**config.mk**
```make
export PLATFORM = sky130hd
export DESIGN_NAME = psk_hard_slicer_top
export DESIGN_NICKNAME = d
export VERILOG_FILES = /design/src/rtl/pskhs_pkg.sv /design/src/rtl/psk_hard_slicer_top.sv /design/src/rtl/pskhs_front.sv /design/src/rtl/pskhs_fifo.sv /design/src/rtl/pskhs_back.sv
export SDC_FILE = /design/constraint.sdc
export NUM_CORES = 1
export LEC_CHECK = 0
export BUFFER_PORTS_ARGS = -buffer_cell sky130_fd_sc_hd__buf_2
export CAP_MARGIN = 20
export CELL_PAD_IN_SITES_DETAIL_PLACEMENT = 0
export CELL_PAD_IN_SITES_GLOBAL_PLACEMENT = 1
export CORE_MARGIN = 2
export CORE_UTILIZATION = 44
export CTS_CLUSTER_SIZE = 25
export DETAILED_ROUTE_END_ITERATION = 8
export GPL_TIMING_DRIVEN = 0
export PLACE_DENSITY = 0.86
export SYNTH_ARGS = -nofsm -noshare
export SYNTH_HDL_FRONTEND = slang
export SYNTH_SLANG_ARGS = --single-unit
```
**constraint.sdc**
```tcl
create_clock -name clk_i -period 3.8 [get_ports clk_i]
set_clock_uncertainty 0.15 [all_clocks]
set_input_delay 0.19 -clock clk_i [delete_from_list [all_inputs] [get_ports clk_i]]
set_output_delay 0.19 -clock clk_i [all_outputs]
set_load 0.02 [all_outputs]
```
**src/rtl/pskhs_pkg.sv**
```systemverilog
// ----------------------------------------------------------------------------
// pskhs_pkg
// Shared types, register indexes and mapping tables for the PSK hard slicer.
// ----------------------------------------------------------------------------
package pskhs_pkg;

  localparam int unsigned CfgIdxW  = 2;
  localparam int unsigned CfgDataW = 2;
  localparam int unsigned MaxBits  = 3;
  localparam int unsigned CntW     = 2;

  typedef enum logic [CfgIdxW-1:0] {
    REG_BITS_PER_SYMBOL = 2'd0,
    REG_GRAY_MAP        = 2'd1
  } cfg_reg_e;

  typedef enum logic [1:0] {
    ORDER_ZERO = 2'd0,
    ORDER_BPSK = 2'd1,
    ORDER_QPSK = 2'd2,
    ORDER_8PSK = 2'd3
  } order_e;

  // One decided symbol: bits are MSB-aligned, count is 1..3.
  typedef struct packed {
    logic [CntW-1:0]    count;
    logic [MaxBits-1:0] bits;
  } dec_t;

  function automatic logic [2:0] natural8(input logic [2:0] sym);
    logic [2:0] r;
    case (sym)
      3'd0:    r = 3'd0;
      3'd1:    r = 3'd1;
      3'd2:    r = 3'd3;
      3'd3:    r = 3'd2;
      3'd4:    r = 3'd7;
      3'd5:    r = 3'd6;
      3'd6:    r = 3'd4;
      default: r = 3'd5;
    endcase
    return r;
  endfunction

endpackage

```
**src/rtl/psk_hard_slicer_top.sv**
```systemverilog
// ----------------------------------------------------------------------------
// psk_hard_slicer_top
// Hard-decision BPSK/QPSK/8PSK demapper: one complex sample in, one to three
// decided bits out, MSB first, with a last flag.
//
//   channel  | handshake         | payload
//   ---------+-------------------+-----------------------------------
//   sample   | push / full       | in_phase_i[15:0], quadrature_i[15:0]
//   bit      | empty / pop       | bit_value_o, last_bit_o
//   config   | cfg_we_i          | cfg_idx_i[1:0], cfg_wdata_i[1:0]
//
// A sample is decided in the cycle it is accepted and queued (two entries).
// The serializer gives one bit per cycle while pop is high and a symbol waits,
// so a sample yields 1, 2 or 3 bits by order; the output side sets the sustained rate.
// Each side stalls on its own; full rises only when the queue holds two symbols.
// Reset: no items held, order QPSK, Gray mapping.
// ----------------------------------------------------------------------------
module psk_hard_slicer_top import pskhs_pkg::*; (
  input  logic                clk_i,
  input  logic                rst_ni,
  input  logic                cfg_we_i,
  input  logic [CfgIdxW-1:0]  cfg_idx_i,
  input  logic [CfgDataW-1:0] cfg_wdata_i,
  input  logic                push,
  output logic                full,
  input  logic signed [15:0]  in_phase_i,
  input  logic signed [15:0]  quadrature_i,
  output logic                empty,
  input  logic                pop,
  output logic                bit_value_o,
  output logic                last_bit_o
);

  dec_t dec_in, dec_out;
  logic dec_empty, dec_pop;

  pskhs_front u_front (
    .clk_i        (clk_i),
    .rst_ni       (rst_ni),
    .cfg_we_i     (cfg_we_i),
    .cfg_idx_i    (cfg_idx_i),
    .cfg_wdata_i  (cfg_wdata_i),
    .in_phase_i   (in_phase_i),
    .quadrature_i (quadrature_i),
    .dec_o        (dec_in)
  );

  pskhs_fifo u_fifo (
    .clk_i   (clk_i),
    .rst_ni  (rst_ni),
    .push_i  (push),
    .wdata_i (dec_in),
    .full_o  (full),
    .pop_i   (dec_pop),
    .rdata_o (dec_out),
    .empty_o (dec_empty)
  );

  pskhs_back u_back (
    .clk_i       (clk_i),
    .rst_ni      (rst_ni),
    .dec_i       (dec_out),
    .dec_empty_i (dec_empty),
    .dec_pop_o   (dec_pop),
    .bit_value_o (bit_value_o),
    .last_bit_o  (last_bit_o),
    .empty       (empty),
    .pop         (pop)
  );

endmodule

```
**src/rtl/pskhs_front.sv**
```systemverilog
// ----------------------------------------------------------------------------
// pskhs_front
// Configuration registers and symbol decision: one sample in, one decided
// symbol (bit count and MSB-aligned bits) out per cycle.
// ----------------------------------------------------------------------------
module pskhs_front import pskhs_pkg::*; (
  input  logic                clk_i,
  input  logic                rst_ni,
  input  logic                cfg_we_i,
  input  logic [CfgIdxW-1:0]  cfg_idx_i,
  input  logic [CfgDataW-1:0] cfg_wdata_i,
  input  logic signed [15:0]  in_phase_i,
  input  logic signed [15:0]  quadrature_i,
  output dec_t                dec_o
);

  order_e order_q, order_d;
  logic   gray_q, gray_d;

  always_comb begin
    order_d = order_q;
    gray_d  = gray_q;
    if (cfg_we_i) begin
      unique case (cfg_idx_i)
        REG_BITS_PER_SYMBOL: order_d = order_e'(cfg_wdata_i[1:0]);
        REG_GRAY_MAP:        gray_d  = cfg_wdata_i[0];
        default: ;
      endcase
    end
  end

  always_ff @(posedge clk_i or negedge rst_ni) begin
    if (!rst_ni) begin
      order_q <= ORDER_QPSK;
      gray_q  <= 1'b1;
    end else begin
      order_q <= order_d;
      gray_q  <= gray_d;
    end
  end

  logic signed [16:0] i_ext, q_ext, diff, sum;
  logic               ineg, qneg, x_bit;
  logic [2:0]         nat;

  assign i_ext = {in_phase_i[15], in_phase_i};
  assign q_ext = {quadrature_i[15], quadrature_i};
  assign diff  = q_ext - i_ext;
  assign sum   = q_ext + i_ext;
  assign ineg  = in_phase_i[15];
  assign qneg  = quadrature_i[15];
  // x_bit is set when diff and sum share a sign, i.e. when |Q| exceeds |I|
  assign x_bit = ~(diff[16] ^ sum[16]);
  assign nat   = natural8({qneg, ineg, x_bit});

  always_comb begin
    dec_o = '0;
    unique case (order_q)
      ORDER_QPSK: begin
        dec_o.count = 2'd2;
        if (!gray_q && !qneg) dec_o.bits = {1'b1, ineg, 1'b0};
        else                  dec_o.bits = {~qneg, ~ineg, 1'b0};
      end
      ORDER_8PSK: begin
        dec_o.count = 2'd3;
        if (gray_q) dec_o.bits = {qneg, ineg, x_bit};
        else        dec_o.bits = nat;
      end
      default: begin
        dec_o.count = 2'd1;
        dec_o.bits  = {~ineg, 2'b00};
      end
    endcase
  end

endmodule

```
**src/rtl/pskhs_fifo.sv**
```systemverilog
// ----------------------------------------------------------------------------
// pskhs_fifo
// Two-entry queue of decided symbols between the front and the back.
// ----------------------------------------------------------------------------
module pskhs_fifo import pskhs_pkg::*; (
  input  logic clk_i,
  input  logic rst_ni,
  input  logic push_i,
  input  dec_t wdata_i,
  output logic full_o,
  input  logic pop_i,
  output dec_t rdata_o,
  output logic empty_o
);

  dec_t       mem_q [2];
  logic       wptr_q, rptr_q;
  logic [1:0] cnt_q, cnt_d;
  logic       do_push, do_pop;

  assign full_o  = (cnt_q == 2'd2);
  assign empty_o = (cnt_q == 2'd0);
  assign do_push = push_i && !full_o;
  assign do_pop  = pop_i && !empty_o;
  assign rdata_o = mem_q[rptr_q];

  always_comb begin
    cnt_d = cnt_q;
    if (do_push && !do_pop)      cnt_d = cnt_q + 2'd1;
    else if (do_pop && !do_push) cnt_d = cnt_q - 2'd1;
  end

  always_ff @(posedge clk_i or negedge rst_ni) begin
    if (!rst_ni) begin
      wptr_q <= 1'b0;
      rptr_q <= 1'b0;
      cnt_q  <= 2'd0;
    end else begin
      cnt_q <= cnt_d;
      if (do_push) wptr_q <= ~wptr_q;
      if (do_pop)  rptr_q <= ~rptr_q;
    end
  end

  always_ff @(posedge clk_i) begin
    if (do_push) mem_q[wptr_q] <= wdata_i;
  end

  a_cnt_range: assert property (@(posedge clk_i) disable iff (!rst_ni)
    cnt_q != 2'd3) else $error("fifo count out of range");
  a_ptr_match: assert property (@(posedge clk_i) disable iff (!rst_ni)
    (cnt_q == 2'd0 || cnt_q == 2'd2) |-> wptr_q == rptr_q)
    else $error("fifo pointers disagree with count");
  a_push_full: assert property (@(posedge clk_i) disable iff (!rst_ni)
    (push_i && full_o && !pop_i) |=> full_o)
    else $error("fifo left full state without pop");

endmodule

```
**src/rtl/pskhs_back.sv**
```systemverilog
// ----------------------------------------------------------------------------
// pskhs_back
// Serializer: holds one symbol and hands its bits out MSB first, one per pop,
// flagging the final bit.
// ----------------------------------------------------------------------------
module pskhs_back import pskhs_pkg::*; (
  input  logic clk_i,
  input  logic rst_ni,
  input  dec_t dec_i,
  input  logic dec_empty_i,
  output logic dec_pop_o,
  output logic bit_value_o,
  output logic last_bit_o,
  output logic empty,
  input  logic pop
);

  logic [MaxBits-1:0] sh_q, sh_d;
  logic [CntW-1:0]    rem_q, rem_d;
  logic               valid_q, valid_d;
  logic               take;

  assign empty       = !valid_q;
  assign bit_value_o = sh_q[MaxBits-1];
  assign last_bit_o  = (rem_q == 2'd1);
  assign take        = !valid_q || (pop && last_bit_o);
  assign dec_pop_o   = take && !dec_empty_i;

  always_comb begin
    sh_d    = sh_q;
    rem_d   = rem_q;
    valid_d = valid_q;
    if (take) begin
      valid_d = !dec_empty_i;
      sh_d    = dec_i.bits;
      rem_d   = dec_empty_i ? 2'd0 : dec_i.count;
    end else if (pop) begin
      sh_d  = {sh_q[MaxBits-2:0], 1'b0};
      rem_d = rem_q - 2'd1;
    end
  end

  always_ff @(posedge clk_i or negedge rst_ni) begin
    if (!rst_ni) begin
      valid_q <= 1'b0;
      rem_q   <= 2'd0;
    end else begin
      valid_q <= valid_d;
      rem_q   <= rem_d;
    end
  end

  always_ff @(posedge clk_i) begin
    sh_q <= sh_d;
  end

  a_valid_rem: assert property (@(posedge clk_i) disable iff (!rst_ni)
    valid_q == (rem_q != 2'd0)) else $error("valid and remaining count disagree");
  a_mid_stays: assert property (@(posedge clk_i) disable iff (!rst_ni)
    (pop && valid_q && !last_bit_o) |=> valid_q)
    else $error("symbol dropped before its last bit");
  a_mid_count: assert property (@(posedge clk_i) disable iff (!rst_ni)
    (pop && valid_q && !last_bit_o) |=> rem_q == $past(rem_q) - 2'd1)
    else $error("remaining count did not step down");

endmodule
```
==> metrics.txt, run 1 <==
Rows 23; Sw Share 34.37%; pin slew with the least headroom to its limit 448.6 ps; pwr/cell area 442.6 mW/mm2; placed inst area 0.002071 mm2; Syn Area/Cell 10.16 um2; Post-Syn Area 0.001788 mm2; Clk Latency, worst-skew pair 270 ps; yosys warns 0; post-route ant nets 0; Layout area overhead 19.45%; Flop pwr share 43.3%; I/O pins 45; GRT Util Overall 14.33%; Total Power 0.0009453 W; LEAKAGE 1.049 nW; max capacitance violation total 0; die area 0.004589 mm2; CTS Buf Count 3; register bit total from synthesis 23; Finished Layout Cells 276; vias in the first global route 1262; most frequent cells in the layout buf_2 (44), ha_1 (32), inv_1 (24), a21oi_1 (14), edfxtp_1 (13); R2R setup slack 1630 ps; core footprint 0.003943 mm2; switching power 0.0003249 W; CP Data Required Time 3810 ps; worst setup margin 1630 ps; CTS Buffer Depth 2; Mapped Nets 249; maximum VDD drop 149.8 uV; Post-Syn Instances 176; Min Clock Period, post-route 2170 ps; post-cts repair resize count 0; HPWL Detailed 2.581 mm; Post-synth top flop edfxtp_1; initial core utilization 45.35%; via count 1365; FFs w/ async S/R, synth 43.48%; design area 0.002136 mm2; router iterations before antenna repair 4; grt ovf 0; largest net degree at the start of global routing 13; DRC Markers 0; Worst Path Arrival 2180 ps; post-place setup slack 1546 ps; Die Wd 67.75 um; CTS tree done; Cell variety after synth 39; CP Capture Type flop; relative slew slack 70.09%; setup TNS 0 ps; H-tree Lvls 1; Worst setup SP type flop; unrepaired setup endpoints after global routing false; EDFF count, synth 13; Hold Fails Final Rpt 0; status completed; I/O Buffers 44; Max Slew Vio Count 0; worst hold path type in2reg; n_diodes 0; crit-path max FO 7; initial DRC count 23; routed length per instance 10.95 um; most common cell after layout, fill and taps aside buf_2; share of the synthesized area in the top cell type 22.39%; clock share of power 16.0%; Clock transition at path regs 80 ps; Synth area leaders ha_1 (22%), edfxtp_1 (22%), dfrtp_1 (11%); post-synthesis sequential area ratio 35.97%; Die Y 67.75 um; Clock Tree Root clkbuf_8; Post-layout nets 300; first-pass GRT wire length 5.009 mm; WL final 3.023 mm; Sink Count 23; Via density 4.946; Max Freq 460.7 MHz; Final period util 57.12%; Inst Count DP 270; Synth area leader ha_1; initial antenna violation count 0; Placer Congestion 0.7870; Logic pwr share 40.8%; Internal 0.0006204 W; fraction of layout cells with a size suffix above 1 25.22%; WS Path Type reg2reg; Final Setup Violations 0
==> final timing paths <==
check | start | endpoint | depth (start not counted)
hold / removal | cfg_wdata_i[0] | u_front.order_q[0] | 2
min in group asynchronous | rst_ni | u_back.valid_q | 2
setup reg to reg | u_back.rem_q[0] | u_fifo.cnt_q[1] | 7
max in group asynchronous | rst_ni | u_front.gray_q | 2
setup / recovery | u_back.rem_q[0] | u_fifo.cnt_q[1] | 7
hold reg to reg | u_fifo.wptr_q | u_fifo.wptr_q | 1
==> metrics by stage <==
stage	hold slack, ps	util (%)
6_report	16.64	54.17
5_1_grt	19.23	54.17
3_5_place_dp	-90.81	52.52
2_1_floorplan	-255.6	-
3_3_place_gp	-88.31	52.52
4_1_cts	9.767	53.92
==> Yosys cell counts (3+ instances only) <==
| library cell | instances |
|---|---|
| o21ai_0 | 3 |
| xnor2_1 | 6 |
| nor2_1 | 12 |
| nand4_1 | 3 |
| edfxtp_1 | 13 |
| mux2i_1 | 6 |
| ha_1 | 32 |
| a21oi_1 | 14 |
| o21bai_1 | 3 |
| clkbuf_1 | 3 |
| nor4_1 | 3 |
| dfrtp_1 | 8 |
| mux2_2 | 3 |
| nand2b_1 | 4 |
| nand2_1 | 6 |
| inv_1 | 24 |
==> metal layers <==
metal,up-vias,wire length [um],GRT usage (%)
met1,613,1350,16.87
met3,3,131,2.500
li1,717,-,-
met4,0,49,6.122
met2,32,1492,25.37
met5,-,0,0
==> area by class of cell <==
type	count	area, um2
Buffer	3	11.26
Clock buffer	4	45.04
Fill cell	371	1807
Inverter	26	97.59
Multi-Input combinational cell	124	1036
Sequential cell	23	643.1
Tap cell	50	62.56
Timing Repair Buffer	46	240.2
==> flip-flops by register name (all words and copies together) (netlist names) <==
register / cells
u_fifo.mem_q: 10
u_back.sh_q: 3
u_back.rem_q: 2
u_fifo.cnt_q: 2
u_front.order_q: 2
u_back.valid_q: 1
u_fifo.rptr_q: 1
u_fifo.wptr_q: 1
u_front.gray_q: 1
==> critical path: stages, from the launching register on <==
cell	delay, ps
dfrtp_1	400
ha_1	240
a21oi_1	400
o21bai_1	290
ha_1	230
xor2_1	150
nor2_1	60
xor2_1	130
==> logic make-up after synthesis <==
kind of cell | share of synthesized area (%)
adders and majority gates | 22.39
xor gates and xnor gates | 3.919
DFF | 35.97
and+or+nand+nor | 11.90
buffers and inverters | 6.088
muxes | 5.248
AOI/OAI and AO/OA | 14.49
==> power groups by stage <==
| stage | Combinational [W] | Clock, W | Sequential, W |
|---|---|---|---|
| floorplan | 0.000292 | 0 | 0.000409 |
| global placement | 0.000381 | 0 | 0.000410 |
| detailed placement | 0.000389 | 0 | 0.000415 |
| CTS | 0.000391 | 0.000153 | 0.000410 |
| global route | 0.000436 | 0.000167 | 0.000420 |
| finish | 0.000385 | 0.000151 | 0.000409 |
==> repair_timing <==
item	4_1_cts	5_1_grt
endpoints found under the hold margin	10	1
setup buffers	0	0
hold buffers	1	1
Note: power is estimated with default switching activity, not from simulation.
==> run 2, diff against run 1 <==
- CORE_UTILIZATION: 44 -> 41
- PLACE_DENSITY: 0.86 -> 0.8
- clock period: 3.8 -> 2.13 ns (I/O delays scaled with it)
==> run 2 against run 1 <==
Net effect:
- first-iteration DRC count shrank 48%
- via count grew 1.2%
- wire length shrank 0.26%
- flip-flop and latch count is the same
- worst setup slack lost 1400 ps
- sequential share of layout area shrank 0.38 points
- largest power group unchanged
- combinational power grew 84%
- register-to-register slack lost 1400 ps
- critical path type unchanged
- fmax grew 14%
==> metrics.txt, run 2 (synthesized netlist as in run 1, its figures left out) <==
DRC Markers 0 (unchanged); critical path's slowest cell dfrtp_1; router iterations before antenna repair 4 (unchanged); postcts setup bufs 0 (unchanged); max capacitance violation total 0 (unchanged); WS Path Type reg2reg; via count 1381 (+1.2%); routed length per instance 10.81 um (-1.3%); initial antenna violation count 0 (unchanged); largest net degree at the start of global routing 13 (unchanged); Biggest register u_fifo.mem_q; hold path startpoint push; Via density 4.950 (about the same); # fillers 416 (+12%); Final period util 89.71% (+33 points); Sink Count 23 (unchanged); crit-path max cell delay 400 ps (about the same); Critical path buffers and inverters 0 (unchanged); WL final 3.015 mm (-0.26%); I/O Buffers 44 (unchanged); Clk Latency, worst-skew pair 250 ps (-20 ps); status completed; Final Setup Violations 0 (unchanged); Rows 24 (+4.3%); pin slew with the least headroom to its limit 399.9 ps (-48.74 ps); HPWL Detailed 2.599 mm (+0.72%); worst hold path type in2reg; CTS tree done; first-pass GRT wire length 5.388 mm (+7.6%); Max Slew Vio Count 0 (unchanged); Worst setup SP type flop; Min Clock Period, post-route 1911 ps (-259.5 ps); Die Y 70.04 um (+3.4%); pwr/cell area 785.2 mW/mm2 (+77%); CP Capture Type flop; Post-layout nets 301 (+0.33%); most frequent cells in the layout buf_2 (44), ha_1 (32), inv_1 (24), a21oi_1 (13), edfxtp_1 (13); Worst path most repeated cell ha_1; Critical R2R Launch u_back.rem_q[0]; crit-path max FO 7 (unchanged); most common cell after layout, fill and taps aside buf_2; core footprint 0.004264 mm2 (+8.2%); Max Freq 523.3 MHz (+14%); Worst Path Arrival 1950 ps (-230 ps); worst-path cell chain ha_1 -> a21oi_4 -> o21bai_2 -> ha_1 -> nor2_1 -> xor2_1; worst setup margin 219.1 ps (-1410 ps); n_diodes 0 (unchanged); H-tree Lvls 1 (unchanged); Die Wd 70.04 um (+3.4%); post-route ant nets 0 (unchanged); Clock Tree Root clkbuf_8; post-place setup slack -86.21 ps (-1633 ps); initial DRC count 12 (-48%); Inst Count DP 272 (+0.74%); CTS Buf Count 3 (unchanged); I/O pins 45 (unchanged); initial core utilization 41.93% (-3.4 points); die area 0.004905 mm2 (+6.9%); Layout area overhead 20.99%; Placer Congestion 0.7355 (-6.5%); grt ovf 0 (unchanged); Critical path origin u_back.rem_q[0]; LEAKAGE 1.054 nW (+0.53%); GRT Util Overall 13.33% (-1.0 points); max reg flops 10 (unchanged); unrepaired setup endpoints after global routing false; CP Data Required Time 2170 ps (-1640 ps); Hold Fails Final Rpt 0 (unchanged); fraction of layout cells with a size suffix above 1 25.99% (+0.77 points); Finished Layout Cells 279 (+1.1%); CTS Buffer Depth 2 (unchanged); maximum VDD drop 301.7 uV (+100%); Top Registers u_fifo.mem_q x10, u_back.sh_q x3; Clock transition at path regs 70 ps (about the same); vias in the first global route 1289 (+2.1%); relative slew slack 73.24% (+3.2 points); cell family with most CP delay adder cells
run 2: final timing paths:
| kind | to | slack, ps | depth (start not counted) |
|---|---|---|---|
| max | u_fifo.cnt_q[1] | 220 | 6 |
| min | u_fifo.wptr_q | 9 | 3 |
| max reg2reg | u_fifo.cnt_q[1] | 220 | 6 |
| min reg2reg | u_fifo.wptr_q | 350 | 1 |
| max in group asynchronous | u_front.gray_q | 1480 | 2 |
| min in group asynchronous | u_back.valid_q | 90 | 2 |
run 2: per-stage QoR:
step	util (%)	TNS, ps	hold slack, ps	power [W]	cell area (um2)
finish	50.73	0	9.021	0.001699	2163
global route	50.73	0	17.17	0.001854	2163
CTS	50.47	0	4.996	0.001707	2152
detailed placement	48.62	-246.3	-162.3	0.001437	2073
global placement	48.62	-130.9	-173.7	0.001414	2073
floorplan	-	0	-339.1	0.001250	1788
run 2: worst reg2reg max path, stage by stage, from the launching register on:
cell and delay, ps:
dfrtp_1 400, ha_1 260, a21oi_4 240, o21bai_2 200
ha_1 300, nor2_1 140, xor2_1 140
run 2: final cells by class:
class | count | area (um2) | share of cell area, %
clock buffers | 4 | 45.04 | 2.082
plain buffers | 3 | 11.26 | 0.5205
well taps | 52 | 65.06 | 3.008
multi-input cells | 124 | 1051 | 48.58
inverters | 26 | 97.59 | 4.511
repair buffers | 47 | 250.2 | 11.57
flip-flops and latches | 23 | 643.1 | 29.73
run 2: report_power, final:
group | total (W) | leakage [nW] | switching, W | internal, W
clock network | 0.000257 | 0.0228 | 0.000124 | 0.000133
registers | 0.000732 | 0.235 | 0.0000816 | 0.000650
logic | 0.000710 | 0.796 | 0.000375 | 0.000335
total | 0.00170 | 1.05 | 0.000581 | 0.00112
run 2: routing by layer:
layer | GRT usage (%) | vias up | share of wire, %
met5 | 0 | - | 0
met4 | 3.846 | 0 | 0.56
met3 | 1.876 | 2 | 3.4
met2 | 23.39 | 28 | 52
met1 | 17.03 | 626 | 44
li1 | - | 725 | -
run 2: timing repair:
item                       4_1_cts  5_1_grt
resized for setup                1        2
hold endpoints to repair        13        0
hold buffers                     3        0
pin swaps                        0        0
setup endpoints to repair        1        1
